## config.mk

```make
export PLATFORM = sky130hd
export DESIGN_NAME = gzip_header_skipper_unit
export DESIGN_NICKNAME = d
export VERILOG_FILES = /design/src/rtl/gzhs_pkg.sv /design/src/rtl/gzhs_parser.sv /design/src/rtl/gzip_header_skipper_unit.sv
export SDC_FILE = /design/constraint.sdc
export NUM_CORES = 1
export LEC_CHECK = 0
export BUFFER_PORTS_ARGS = -buffer_cell sky130_fd_sc_hd__clkbuf_2
export CAP_MARGIN = 0
export CORE_MARGIN = 4
export CORE_UTILIZATION = 28
export DETAILED_ROUTE_END_ITERATION = 10
export HOLD_SLACK_MARGIN = 0.02
export PLACE_DENSITY = 0.51
export SKIP_CTS_REPAIR_TIMING = 1
export SYNTH_ARGS = -nofsm -noshare
export SYNTH_HDL_FRONTEND = slang
export SYNTH_HIERARCHICAL = 1
export SYNTH_SLANG_ARGS = --single-unit
export TNS_END_PERCENT = 10
```

## constraint.sdc

```tcl
create_clock -name aclk -period 3.6 [get_ports aclk]
set_clock_uncertainty 0.2 [all_clocks]
set_input_delay 0.72 -clock aclk [delete_from_list [all_inputs] [get_ports aclk]]
set_output_delay 0.72 -clock aclk [all_outputs]
set_load 0.01 [all_outputs]
```

## src/rtl/gzhs_pkg.sv

```systemverilog
// Package for the gzip header skipper: phase codes, header constants, result type.
// No dependencies; used by gzhs_parser and gzip_header_skipper_unit.
`default_nettype none

package gzhs_pkg;

    localparam logic [3:0] PH_IDLE    = 4'd0;
    localparam logic [3:0] PH_TRAIL   = 4'd1;
    localparam logic [3:0] PH_ID1     = 4'd2;
    localparam logic [3:0] PH_ID2     = 4'd3;
    localparam logic [3:0] PH_CM      = 4'd4;
    localparam logic [3:0] PH_FLG     = 4'd5;
    localparam logic [3:0] PH_FIXED   = 4'd6;
    localparam logic [3:0] PH_XLEN    = 4'd7;
    localparam logic [3:0] PH_EXTRA   = 4'd8;
    localparam logic [3:0] PH_NAME    = 4'd9;
    localparam logic [3:0] PH_COMMENT = 4'd10;
    localparam logic [3:0] PH_CRC     = 4'd11;
    localparam logic [3:0] PH_ERROR   = 4'd12;

    localparam logic [7:0] GZ_ID1 = 8'd31;
    localparam logic [7:0] GZ_ID2 = 8'd139;

    // FLG bit positions
    localparam int FL_FHCRC  = 1;
    localparam int FL_FEXTRA = 2;
    localparam int FL_FNAME  = 3;
    localparam int FL_FCOMM  = 4;

    localparam logic [3:0] MAX_TRAILER = 4'd8;
    localparam logic [2:0] FIXED_LEN   = 3'd6;  // MTIME(4) + XFL + OS
    localparam logic [2:0] TWO_BYTES   = 3'd2;

    typedef struct packed {
        logic       header_done;
        logic       bad_magic;
        logic [3:0] phase;
        logic [7:0] header_flags;
    } gzhs_result_t;

endpackage : gzhs_pkg

`default_nettype wire

```

## src/rtl/gzhs_parser.sv

```systemverilog
// Header walk state and one-byte next-state logic of the gzip header skipper.
// Depends on gzhs_pkg.
`default_nettype none

module gzhs_parser (
    input  wire logic                 aclk,
    input  wire logic                 aresetn,
    input  wire logic                 step_en,
    input  wire logic [7:0]           data_byte,
    input  wire logic                 begin_req,
    input  wire logic [3:0]           skip_count,
    output gzhs_pkg::gzhs_result_t    result
);

    logic [3:0]  phase_reg,   phase_next;
    logic [3:0]  trail_reg,   trail_next;
    logic [2:0]  fixed_reg,   fixed_next;
    logic [7:0]  flag_reg,    flag_next;
    logic [15:0] extra_reg,   extra_next;
    logic        idok_reg,    idok_next;

    // state as seen after a begin mark is applied
    logic [3:0]  phase_e, trail_e;
    logic [2:0]  fixed_e;
    logic [7:0]  flag_e;
    logic [15:0] extra_e;
    logic        idok_e;
    logic [3:0]  sk_sat;
    logic [3:0]  trail_dec;
    logic [2:0]  fixed_dec;
    logic [15:0] extra_dec;
    logic [15:0] xlen_full;
    logic        done;
    logic        bad;
    logic [3:0]  ph_out;

    // first enabled optional section at or after stage; idle means header ends
    function automatic logic [3:0] first_section(input logic [3:0] stage,
                                                 input logic [7:0] flg);
        logic [3:0] nx;
        nx = gzhs_pkg::PH_IDLE;
        if (stage <= gzhs_pkg::PH_XLEN && flg[gzhs_pkg::FL_FEXTRA])
            nx = gzhs_pkg::PH_XLEN;
        else if (stage <= gzhs_pkg::PH_NAME && flg[gzhs_pkg::FL_FNAME])
            nx = gzhs_pkg::PH_NAME;
        else if (stage <= gzhs_pkg::PH_COMMENT && flg[gzhs_pkg::FL_FCOMM])
            nx = gzhs_pkg::PH_COMMENT;
        else if (stage <= gzhs_pkg::PH_CRC && flg[gzhs_pkg::FL_FHCRC])
            nx = gzhs_pkg::PH_CRC;
        return nx;
    endfunction

    assign sk_sat = (skip_count > gzhs_pkg::MAX_TRAILER) ? gzhs_pkg::MAX_TRAILER
                                                         : skip_count;

    always_comb begin
        if (begin_req) begin
            phase_e = (sk_sat != 4'd0) ? gzhs_pkg::PH_TRAIL : gzhs_pkg::PH_ID1;
            trail_e = sk_sat;
            fixed_e = 3'd0;
            flag_e  = 8'd0;
            extra_e = 16'd0;
            idok_e  = 1'b0;
        end else begin
            phase_e = phase_reg;
            trail_e = trail_reg;
            fixed_e = fixed_reg;
            flag_e  = flag_reg;
            extra_e = extra_reg;
            idok_e  = idok_reg;
        end
    end

    assign trail_dec = (trail_e != 4'd0) ? trail_e - 4'd1 : trail_e;
    assign fixed_dec = (fixed_e != 3'd0) ? fixed_e - 3'd1 : fixed_e;
    assign extra_dec = (extra_e != 16'd0) ? extra_e - 16'd1 : extra_e;
    assign xlen_full = extra_e | {data_byte, 8'd0};

    always_comb begin
        logic [3:0] nx;
        nx         = gzhs_pkg::PH_IDLE;
        phase_next = phase_e;
        trail_next = trail_e;
        fixed_next = fixed_e;
        flag_next  = flag_e;
        extra_next = extra_e;
        idok_next  = idok_e;
        done       = 1'b0;
        bad        = 1'b0;
        ph_out     = phase_e;
        unique case (phase_e)
            gzhs_pkg::PH_IDLE: begin
            end
            gzhs_pkg::PH_TRAIL: begin
                trail_next = trail_dec;
                if (trail_dec == 4'd0) phase_next = gzhs_pkg::PH_ID1;
            end
            gzhs_pkg::PH_ID1: begin
                idok_next  = (data_byte == gzhs_pkg::GZ_ID1);
                phase_next = gzhs_pkg::PH_ID2;
            end
            gzhs_pkg::PH_ID2: begin
                if (idok_e && data_byte == gzhs_pkg::GZ_ID2) begin
                    phase_next = gzhs_pkg::PH_CM;
                end else begin
                    bad        = 1'b1;
                    phase_next = gzhs_pkg::PH_ERROR;
                end
            end
            gzhs_pkg::PH_CM: begin
                phase_next = gzhs_pkg::PH_FLG;
            end
            gzhs_pkg::PH_FLG: begin
                flag_next  = data_byte;
                fixed_next = gzhs_pkg::FIXED_LEN;
                phase_next = gzhs_pkg::PH_FIXED;
            end
            gzhs_pkg::PH_FIXED: begin
                fixed_next = fixed_dec;
                if (fixed_dec == 3'd0) nx = first_section(gzhs_pkg::PH_XLEN, flag_e);
                if (fixed_dec == 3'd0) begin
                    phase_next = nx;
                    done       = (nx == gzhs_pkg::PH_IDLE);
                end
            end
            gzhs_pkg::PH_XLEN: begin
                if (fixed_e >= gzhs_pkg::TWO_BYTES) begin
                    extra_next = {8'd0, data_byte};
                    fixed_next = 3'd1;
                end else begin
                    extra_next = xlen_full;
                    fixed_next = 3'd0;
                    if (xlen_full == 16'd0) begin
                        nx         = first_section(gzhs_pkg::PH_NAME, flag_e);
                        phase_next = nx;
                        done       = (nx == gzhs_pkg::PH_IDLE);
                    end else begin
                        phase_next = gzhs_pkg::PH_EXTRA;
                    end
                end
            end
            gzhs_pkg::PH_EXTRA: begin
                extra_next = extra_dec;
                if (extra_dec == 16'd0) begin
                    nx         = first_section(gzhs_pkg::PH_NAME, flag_e);
                    phase_next = nx;
                    done       = (nx == gzhs_pkg::PH_IDLE);
                end
            end
            gzhs_pkg::PH_NAME: begin
                if (data_byte == 8'd0) begin
                    nx         = first_section(gzhs_pkg::PH_COMMENT, flag_e);
                    phase_next = nx;
                    done       = (nx == gzhs_pkg::PH_IDLE);
                end
            end
            gzhs_pkg::PH_COMMENT: begin
                if (data_byte == 8'd0) begin
                    nx         = first_section(gzhs_pkg::PH_CRC, flag_e);
                    phase_next = nx;
                    done       = (nx == gzhs_pkg::PH_IDLE);
                end
            end
            gzhs_pkg::PH_CRC: begin
                fixed_next = fixed_dec;
                if (fixed_dec == 3'd0) begin
                    phase_next = gzhs_pkg::PH_IDLE;
                    done       = 1'b1;
                end
            end
            gzhs_pkg::PH_ERROR: begin
            end
            default: begin
                // unused codes fall back to idle
                phase_next = gzhs_pkg::PH_IDLE;
                ph_out     = gzhs_pkg::PH_IDLE;
            end
        endcase
        // XLEN and CRC both count two bytes in the fixed counter
        if (nx == gzhs_pkg::PH_XLEN || nx == gzhs_pkg::PH_CRC)
            fixed_next = gzhs_pkg::TWO_BYTES;
    end

    always_ff @(posedge aclk) begin
        if (!aresetn) begin
            phase_reg <= gzhs_pkg::PH_IDLE;
            trail_reg <= 4'd0;
            fixed_reg <= 3'd0;
            flag_reg  <= 8'd0;
            extra_reg <= 16'd0;
            idok_reg  <= 1'b0;
        end else if (step_en) begin
            phase_reg <= phase_next;
            trail_reg <= trail_next;
            fixed_reg <= fixed_next;
            flag_reg  <= flag_next;
            extra_reg <= extra_next;
            idok_reg  <= idok_next;
        end
    end

    assign result.header_done  = done;
    assign result.bad_magic    = bad;
    assign result.phase        = ph_out;
    assign result.header_flags = flag_next;

endmodule : gzhs_parser

`default_nettype wire

```

## src/rtl/gzip_header_skipper_unit.sv

```systemverilog
// Top level of the gzip header skipper: input register, parser step, result register.
// Depends on gzhs_pkg and gzhs_parser.
// Path: input register, parser step, result register; while the result stage is stalled
// by m_tready low, the input item waits in the input register and s_tready drops.
// Throughput: one byte per cycle unless stalled; the parser state updates once per byte.
// Reset (aresetn, synchronous, active low): both stages empty, parse state idle,
// captured flags zero.
`default_nettype none

module gzip_header_skipper_unit (
    input  wire logic        aclk,
    input  wire logic        aresetn,
    // input stream
    input  wire logic        s_tvalid,
    output logic             s_tready,
    input  wire logic [15:0] s_tdata,   // [7:0] data_byte, [11:8] skip_count, rest 0
    input  wire logic [0:0]  s_tuser,   // [0] begin_req
    // result stream
    output logic             m_tvalid,
    input  wire logic        m_tready,
    output logic [15:0]      m_tdata,   // [3:0] phase, [11:4] header_flags, rest 0
    output logic [0:0]       m_tuser,   // [0] bad_magic
    output logic             m_tlast    // header_done
);

    // input stage
    logic        in_valid_reg;
    logic [7:0]  byte_reg;
    logic [3:0]  skip_reg;
    logic        begin_reg;

    // result stage
    logic                  out_valid_reg;
    gzhs_pkg::gzhs_result_t res_reg;
    gzhs_pkg::gzhs_result_t res_comb;

    logic advance;   // input stage item moves into the result stage
    logic s_xfer;

    // Result stage frees when empty or drained this cycle; the input
    // stage refills in the same cycle it hands its item on.
    assign advance  = in_valid_reg && (!out_valid_reg || m_tready);
    assign s_tready = !in_valid_reg || advance;
    assign s_xfer   = s_tvalid && s_tready;

    always_ff @(posedge aclk) begin
        if (!aresetn) begin
            in_valid_reg <= 1'b0;
        end else if (s_tready) begin
            in_valid_reg <= s_tvalid;
        end
    end

    always_ff @(posedge aclk) begin
        if (s_xfer) begin
            byte_reg  <= s_tdata[7:0];
            skip_reg  <= s_tdata[11:8];
            begin_reg <= s_tuser[0];
        end
    end

    // parse state advances exactly once per byte, when it is committed
    gzhs_parser u_parser (
        .aclk       (aclk),
        .aresetn    (aresetn),
        .step_en    (advance),
        .data_byte  (byte_reg),
        .begin_req  (begin_reg),
        .skip_count (skip_reg),
        .result     (res_comb)
    );

    always_ff @(posedge aclk) begin
        if (!aresetn) begin
            out_valid_reg <= 1'b0;
        end else if (advance) begin
            out_valid_reg <= 1'b1;
        end else if (m_tready) begin
            out_valid_reg <= 1'b0;
        end
    end

    always_ff @(posedge aclk) begin
        if (advance) begin
            res_reg <= res_comb;
        end
    end

    assign m_tvalid = out_valid_reg;
    assign m_tdata  = {4'd0, res_reg.header_flags, res_reg.phase};
    assign m_tuser  = res_reg.bad_magic;
    assign m_tlast  = res_reg.header_done;

endmodule : gzip_header_skipper_unit

`default_nettype wire
```

==> results of run 1 <==
[cells in the final DEF (no fill, tap or decap), types with 5 or more instances in the layout]
| master | netlist | routed |
|---|---|---|
| buf_4 | 9 | 24 |
| o31ai_1 | 8 | 8 |
| nor2_1 | 32 | 32 |
| o211ai_1 | 5 | 5 |
| a21oi_1 | 35 | 35 |
| nand2_1 | 63 | 62 |
| dfxtp_1 | 38 | 38 |
| o211a_1 | 14 | 14 |
| o21ai_0 | 48 | 48 |
| nor2b_1 | 19 | 18 |
| nand2b_1 | 6 | 6 |
| inv_1 | 8 | 8 |
| or2_2 | 9 | 9 |
| nor4_1 | 7 | 7 |
| nand3_1 | 13 | 13 |
| clkbuf_16 | 0 | 9 |
| nor3b_1 | 7 | 7 |
| clkbuf_2 | 1 | 32 |
| nand4_1 | 10 | 10 |
| nor3_1 | 15 | 15 |
| a21o_1 | 5 | 5 |
| and3_1 | 5 | 5 |
| o22ai_1 | 5 | 5 |
| edfxtp_1 | 27 | 27 |
| a31oi_1 | 7 | 7 |
| a22oi_1 | 10 | 10 |
[metrics by stage]
stage | util, % | hold WS, ns | power (W) | setup slack, ns | cell area, sq um
after global placement | 31.0 | 0.262 | 0.00125 | 0.379 | 4950
after CTS | 32.7 | 0.284 | 0.00207 | 0.302 | 5220
after global routing | 32.7 | 0.303 | 0.00215 | 0.129 | 5220
after floorplan | - | 0.250 | 0.00114 | 0.0443 | 4600
final | 32.7 | 0.278 | 0.00205 | 0.278 | 5220
after detailed placement | 31.0 | 0.269 | 0.00125 | 0.330 | 4950
[cells by family after synthesis]
group	synth area share (%)
AO/OA/AOI/OAI	27.5
XOR/XNOR	0.577
adder cells (fa/ha/maj)	1.37
buffers and inverters	6.59
flip-flops	34.5
multiplexers	1.13
other	0.0823
AND/OR/NAND/NOR	28.3
[how the worst max path moves through the flow]
stage          slack [ns]                     to  cells past startpoint      start
4_1_cts              0.30                m_tlast                     10  begin_reg
5_1_grt              0.13  u_parser/phase_reg[1]                     11  begin_reg
2_1_floorplan        0.04                m_tlast                     14  begin_reg
3_5_place_dp         0.33                m_tlast                     10  begin_reg
3_3_place_gp         0.38                m_tlast                     10  begin_reg
6_report             0.28                m_tlast                     10  begin_reg
[cell type report]
| cell class | count | area [sq um] | share of cell area, % |
|---|---|---|---|
| multi-input combinational | 425 | 2730 | 52.3 |
| sequential | 65 | 1570 | 30.1 |
| timing repair buffer | 56 | 340 | 6.52 |
| tap | 216 | 270 | 5.18 |
| clock buffer | 9 | 225 | 4.32 |
| clock inverter | 7 | 46.3 | 0.887 |
| inverter | 9 | 35.0 | 0.671 |
[synthesized netlist by cell type, drive strengths merged, types with 11 or more instances]
cell / instances
a21oi: 36
buf: 13
clkbuf: 30
dfxtp: 38
edfxtp: 27
nand2: 63
nand3: 13
nor2: 32
nor2b: 20
nor3: 15
nor4: 11
o211a: 14
o21ai: 50
[layer usage]
layer  part of all wire, %  vias up  wire (um)  global-route usage, %
li1                      -     2092          -                      -
met1                    47     2098       6400                   21.2
met2                    45      169       6180                   23.6
met3                   5.9       23        806                   2.97
met4                   2.3        0        318                   6.61
met5                     0        -          0                      0
[critical path, cell delays in order (launching register included)]
cell	delay, ns
edfxtp_1	0.41
clkinv_2	0.08
nand2_2	0.10
ha_2	0.28
or4b_1	0.53
o21ai_2	0.28
o21ai_0	0.20
a2111o_1	0.46
nor4_4	0.31
a31o_1	0.18
a221o_1	0.15
[report_power, final]
part	total (W)	switching, W	internal [W]
Combinational	0.000403	0.000243	0.000160
Clock	0.000805	0.000341	0.000464
Sequential	0.000843	0.0000375	0.000805
==> flow_summary.json, run 1 <==
{
  "clk_path_buf_depth": 2,
  "io_pins": 41,
  "track_usage_pct": 15.4,
  "setup_viol": 0,
  "die_h_um": 136,
  "r2r_start": "begin_reg",
  "cp-start-kind": "register",
  "r2r_slack_ns": 0.28,
  "ys_seq_elements": 65,
  "dp_cells": 771,
  "post-route-min-period_ns": 3.32,
  "wl_per_cell_um": 17.4,
  "drtIter0Drc": 513,
  "period_share_pct": 92.3,
  "yosysTopAreaCell": "edfxtp_1",
  "grt_setup_unrepaired": "false",
  "crit_arrival_ns": 3.32,
  "antenna_found_initial": 0,
  "postRouteAntennaNets": 0,
  "power.density_nw_per_um2": 393,
  "max_cap_viol_count": 0,
  "dr.pass1.iters": 7,
  "ys_seq_area_share_pct": 34.5,
  "criticalPathCategory": "register to register",
  "yosys-top-cells-area": "edfxtp_1 (18%), dfxtp_1 (17%), o21ai_0 (5.3%)",
  "largest_reg_flops": 16,
  "grt_pass1_vias": 4190,
  "synth-warning-count": 6,
  "cellLeakagePower_nw": 2.05,
  "hold_viol_final": 0,
  "vias": 4382,
  "die_area_sq_um": 18400,
  "worstMarginPinSlew_ns": 0.849,
  "clock_sinks": 65,
  "cts.htree.levels": 3,
  "reg2reg_to": "m_tlast",
  "synth_edf_count": 27,
  "final_cells": 787,
  "cp-end-kind": "register",
  "portBuffers": 32,
  "num-nets-final": 592,
  "via_per_inst": 5.57,
  "outcome": "complete, no violations",
  "coreArea_sq_um": 15900,
  "fmax_ghz": 0.301,
  "areaGrowthSynthToFinish_pct": 14.5,
  "tritoncts": "yes",
  "final_layout_size_suffix_gt1_share_pct": 18.2,
  "yosys.area.top_type_share_pct": 17.8,
  "chipWidth_um": 136,
  "cts-root-buf": "clkbuf_16",
  "wl_um": 13700,
  "critPathRequiredTime_ns": 3.60,
  "hold_end": "u_parser/trail_reg[3]",
  "start_util_pct": 28.6,
  "hp-start": "u_parser/trail_reg[3]",
  "async_reset_ff_share_pct": 0,
  "min_path_cells": 1,
  "yosysUniqueCellTypes": 81,
  "clk_pin_slew_worst_paths_ns": 0.06,
  "clk_latency_ns": 0.34,
  "grt_overflow_total": 0,
  "grt_start_max_net_pins": 41,
  "synth-main-ff-cell": "dfxtp_1",
  "netlist_area_sq_um": 4560,
  "num_antenna_cells": 0,
  "cts_buffers": 9,
  "drc": 0,
  "reg2regPathDepth": 10,
  "syn_area_per_cell_sq_um": 8.46,
  "syn_inst": 539,
  "ir_drop_v": 0.000278,
  "grt_pass1_wl_um": 22600,
  "slew_headroom_pct": 43.0,
  "post-dp-hpwl_um": 9880,
  "fp-row-count": 46,
  "maxSlewViolCount": 0,
  "hold_path.class": "register to register",
  "place_congestion": 0.880,
  "cp_max_fo": 7,
  "fillerInstances": 1652,
  "fin_setup_tns_ns": 0
}
(Power assumes the default switching activity.)
==> run 2, diff against run 1 <==
BUFFER_PORTS_ARGS = unset   (was -buffer_cell sky130_fd_sc_hd__clkbuf_2)
CORE_ASPECT_RATIO = 0.9   (was unset)
DONT_BUFFER_PORTS = 1   (was unset)
PLACE_DENSITY = 0.49   (was 0.51)
==> flow_summary.json, run 2 (synthesis gave the netlist of run 1 again) <==
{
  "outcome": "complete, no violations",
  "grt_start_max_net_pins": 41,
  "clk_path_buf_depth": 2,
  "tritoncts": "yes",
  "fillerInstances": 1647,
  "fin_setup_tns_ns": 0,
  "crit_arrival_ns": 3.35,
  "hold_viol_final": 0,
  "grt_overflow_total": 0,
  "wl_per_cell_um": 18.8,
  "critPathRequiredTime_ns": 3.58,
  "power_w": 0.00202,
  "cp-end-kind": "register",
  "place_congestion": 0.910,
  "max_cap_viol_count": 0,
  "multi_input_area_sq_um": 2730,
  "cts-root-buf": "clkbuf_16",
  "clock_sinks": 65,
  "clk_pin_slew_worst_paths_ns": 0.05,
  "grt_pass1_vias": 4040,
  "post-dp-hpwl_um": 10100,
  "clk_latency_ns": 0.33,
  "post-route-min-period_ns": 3.36,
  "layout_commonest_cell": "nand2_1",
  "fp-row-count": 43,
  "maxSlewViolCount": 0,
  "chipWidth_um": 142,
  "final_layout_size_suffix_gt1_share_pct": 13.1,
  "dr.pass1.iters": 5,
  "worstMarginPinSlew_ns": 0.830,
  "period_share_pct": 93.4,
  "cellLeakagePower_nw": 1.91,
  "seq_area_sq_um": 1570,
  "portBuffers": 0,
  "vias": 4313,
  "hold_path.class": "register to register",
  "num_antenna_cells": 0,
  "die_area_sq_um": 18400,
  "io_pins": 41,
  "via_per_inst": 5.81,
  "areaGrowthSynthToFinish_pct": 10.8,
  "criticalPathCategory": "register to register",
  "drc": 0,
  "power.density_nw_per_um2": 400,
  "final_cell_mix": "nand2_1 (62), o21ai_0 (48), dfxtp_1 (38)",
  "cts_buffers": 9,
  "fmax_ghz": 0.298,
  "drtIter0Drc": 428,
  "setup_viol": 0,
  "num-nets-final": 561,
  "postRouteAntennaNets": 0,
  "coreArea_sq_um": 15700,
  "wl_um": 13900,
  "grt_setup_unrepaired": "false",
  "cts.htree.levels": 3,
  "cp-start-kind": "register",
  "antenna_found_initial": 0,
  "largest_reg_flops": 16,
  "track_usage_pct": 15.2,
  "ir_drop_v": 0.000224,
  "slew_headroom_pct": 44.1,
  "start_util_pct": 29.0,
  "grt_pass1_wl_um": 22000,
  "cp_max_fo": 7,
  "die_h_um": 129
}
-- run 2: per-stage QoR --
step	utilization, %	hold slack (ns)	instance area (sq um)	instances	setup WS, ns
2_1_floorplan	-	0.250	4600	542	0.0443
3_3_place_gp	30.4	0.265	4780	726	0.337
3_5_place_dp	30.4	0.271	4780	726	0.293
4_1_cts	32.2	0.269	5050	742	0.270
5_1_grt	32.2	0.258	5050	742	0.0861
6_report	32.2	0.279	5050	742	0.239
-- run 2: layout make-up --
type / instances / area share [%]
well taps: 202 / 5.00
flip-flops and latches: 65 / 31.1
inverters: 9 / 0.694
clock buffers: 10 / 4.53
clock inverters: 6 / 0.892
repair buffers: 25 / 3.72
multi-input cells: 425 / 54.1
-- run 2: power by group --
| group | total [W] | switching [W] | internal (W) |
|---|---|---|---|
| logic | 0.000378 | 0.000230 | 0.000148 |
| clock network | 0.000794 | 0.000328 | 0.000466 |
| registers | 0.000849 | 0.0000430 | 0.000806 |
| total | 0.00202 | 0.000601 | 0.00142 |
-- run 2: worst paths after layout --
check                                        endpoint  slack, ns  depth (start not counted)                  start
worst min register to register  u_parser/fixed_reg[0]       0.28                          2  u_parser/fixed_reg[0]
worst min-delay path            u_parser/fixed_reg[0]       0.28                          2  u_parser/fixed_reg[0]
worst max-delay path                          m_tlast       0.24                         10              begin_reg
worst max register to register                m_tlast       0.24                         10              begin_reg
-- run 2: per-layer routing --
layer | up-vias | wire length (um) | track usage (%)
met3 | 11 | 769 | 3.62
met4 | 0 | 189 | 4.53
met5 | - | 0 | 0
li1 | 2030 | - | -
met1 | 2119 | 6760 | 21.5
met2 | 153 | 6220 | 23.1
-- run 2: critical path, stage by stage, from the launching register on --
cell and delay (ns):
edfxtp_1 0.42, clkinv_2 0.09, nand2_2 0.10, ha_2 0.28
or4b_1 0.53, o21ai_2 0.28, o21ai_0 0.21, a2111o_1 0.47
nor4_4 0.32, a31o_1 0.15, a221o_1 0.17
==> run 3, diff against run 2 <==
ABC_AREA = 1   (was unset)
PLACE_DENSITY = 0.47   (was 0.49)
SYNTH_HIERARCHICAL = unset   (was 1)
clock period = 3.95 ns   (was 3.6 ns; I/O delays follow)
==> flow_summary.json, run 3 <==
{
  "outcome": "complete, no violations",
  "maxSlewViolCount": 0,
  "ir_drop_v": 0.000248,
  "worstMarginPinSlew_ns": 0.839,
  "layout_commonest_cell": "nand2_1",
  "final_layout_size_suffix_gt1_share_pct": 8.57,
  "die_area_sq_um": 17400,
  "cp-end-kind": "register",
  "power_switching_w": 0.000576,
  "drc": 0,
  "clk_latency_ns": 0.34,
  "hold_viol_final": 0,
  "swShare_pct": 29.2,
  "io_pins": 41,
  "cts-root-buf": "clkbuf_16",
  "fp-row-count": 42,
  "coreArea_sq_um": 14900,
  "areaGrowthSynthToFinish_pct": 10.7,
  "reg2regPathDepth": 16,
  "async_reset_ff_share_pct": 0,
  "track_usage_pct": 14.2,
  "syn_area_per_cell_sq_um": 6.83,
  "portBuffers": 0,
  "synth-warning-count": 0,
  "final_cells": 828,
  "grt_setup_unrepaired": "false",
  "period_share_pct": 82.5,
  "hp-start": "u_parser.trail_reg[3]",
  "die_h_um": 126,
  "crit_arrival_ns": 3.27,
  "place_congestion": 0.898,
  "fmax_ghz": 0.307,
  "place_area_sq_um": 4440,
  "wl_per_cell_um": 14.4,
  "slew_headroom_pct": 44.0,
  "yosysUniqueCellTypes": 42,
  "cellLeakagePower_nw": 2.26,
  "p_clk_share_pct": 43.5,
  "post-route-util_pct": 32.0,
  "vias": 4068,
  "cp_max_fo": 16,
  "p_int_w": 0.00140,
  "num-nets-final": 652,
  "fin_area_sq_um": 4760,
  "chipWidth_um": 139,
  "clk_pin_slew_worst_paths_ns": 0.06,
  "cts_buffers": 9,
  "slowest_stage": "edfxtp_1",
  "r2r_start": "begin_reg",
  "syn_inst": 630,
  "yosysTopAreaCell": "edfxtp_1",
  "fillerInstances": 1611,
  "hold_path.class": "register to register",
  "dr.pass1.iters": 5,
  "min_path_cells": 2,
  "power.density_nw_per_um2": 414,
  "postRouteAntennaNets": 0,
  "grt_overflow_total": 0,
  "grt_start_max_net_pins": 45,
  "cts.htree.levels": 3,
  "synth_most_common_cell": "nand2_1",
  "ys_seq_elements": 65,
  "max_cap_viol_count": 0,
  "synth_edf_count": 27,
  "critPathRequiredTime_ns": 3.96,
  "num_antenna_cells": 0,
  "power_frac_seq_pct": 39.3,
  "netlist_area_sq_um": 4300,
  "setup_viol": 0,
  "synth_common_cells": "nand2_1 (155), inv_1 (96), nor2_1 (70)",
  "criticalPathCategory": "register to register",
  "clock_sinks": 65,
  "path_cells": "buf_4 -> nor2_1 -> inv_1 -> ha_1 -> ha_1 -> nand2_1 -> o21ai_0 -> nor3_2 -> nand2_1 -> nor2_1 -> nor2_1 -> nor3_1 -> and3_1 -> nand3_1 -> nand2_1 -> a21oi_2",
  "tritoncts": "yes",
  "wl_um": 12000,
  "crit_cells": 16,
  "clk_path_buf_depth": 2,
  "via_per_inst": 4.91,
  "crit_buf_inv": 2,
  "yosys.area.top_type_share_pct": 18.8,
  "grt_pass1_vias": 3840,
  "largest_reg_flops": 16,
  "cp-start-kind": "register",
  "drtIter0Drc": 337,
  "grt_pass1_wl_um": 19800,
  "antenna_found_initial": 0,
  "ys_seq_area_share_pct": 36.5,
  "yosys-top-cells-area": "edfxtp_1 (19%), dfxtp_1 (18%), nand2_1 (14%)",
  "post-dp-hpwl_um": 8670,
  "synth-main-ff-cell": "dfxtp_1",
  "fin_setup_tns_ns": 0,
  "startpoint": "begin_reg",
  "dp_cells": 812,
  "p_comb_share_pct": 17.1,
  "slowest_delay_ns": 0.45,
  "final_cell_mix": "nand2_1 (155), inv_1 (95), nor2_1 (70)",
  "post-route-min-period_ns": 3.26,
  "start_util_pct": 28.9,
  "crit_family": "simple AND/OR/NAND/NOR gates"
}
## run 3: kinds of logic (layout without fill, tap and decap cells)
kind of cell    count (synthesis)  in the layout  share of synthesized area [%]
other cells                     1              4                         0.0872
flops                          65             65                           36.5
buf+inv                       124            121                           12.5
simple gates                  307            307                           31.1
compound gates                123            123                           17.2
xor+xnor                        4              4                          0.814
fa+ha+maj                       6              6                           1.74
## run 3: worst paths after layout
check / to / slack, ns
min: u_parser.trail_reg[3] / 0.26
max reg2reg: u_parser.phase_reg[1] / 0.69
max: u_parser.phase_reg[1] / 0.69
min reg2reg: u_parser.trail_reg[3] / 0.26
## run 3: routing by layer
metal / global-route usage [%] / part of all wire [%]
met5: 0 / 0
met4: 4.49 / 1.3
met3: 3.63 / 5.5
met2: 20.7 / 42
met1: 20.5 / 51
## run 3: worst register-to-register path, delay by kind of cell (launching register included)
kind                       cells  cell delay (ns)
and+or+nand+nor               10             1.55
AOI/OAI and AO/OA              2             0.18
buffers and inverters          2             0.32
DFF                            1             0.45
adders and majority gates      2             0.43
## run 3: power groups by stage
stage	registers [W]	logic (W)	clock network (W)
2_1_floorplan	0.000777	0.000282	0
3_3_place_gp	0.000789	0.000332	0
3_5_place_dp	0.000790	0.000334	0
4_1_cts	0.000776	0.000336	0.000882
5_1_grt	0.000780	0.000391	0.000913
6_report	0.000776	0.000338	0.000858
## run 3: area by class of cell
class	count	area, sq um	share of cell area [%]
repair buffers	5	37.5	0.788
clock buffers	9	225	4.73
well taps	198	248	5.20
inverters	100	380	7.99
multi-input cells	444	2210	46.3
clock inverters	7	95.1	2.00
flip-flops and latches	65	1570	33.0
## run 3: metrics by stage
| stage | power [W] | hold WS [ns] | setup slack [ns] |
|---|---|---|---|
| final | 0.00197 | 0.263 | 0.691 |
| after global routing | 0.00208 | 0.284 | 0.332 |
| after CTS | 0.00199 | 0.267 | 0.693 |
| after detailed placement | 0.00112 | 0.257 | 0.699 |
| after global placement | 0.00112 | 0.256 | 0.751 |
| after floorplan | 0.00106 | 0.242 | 1.24 |
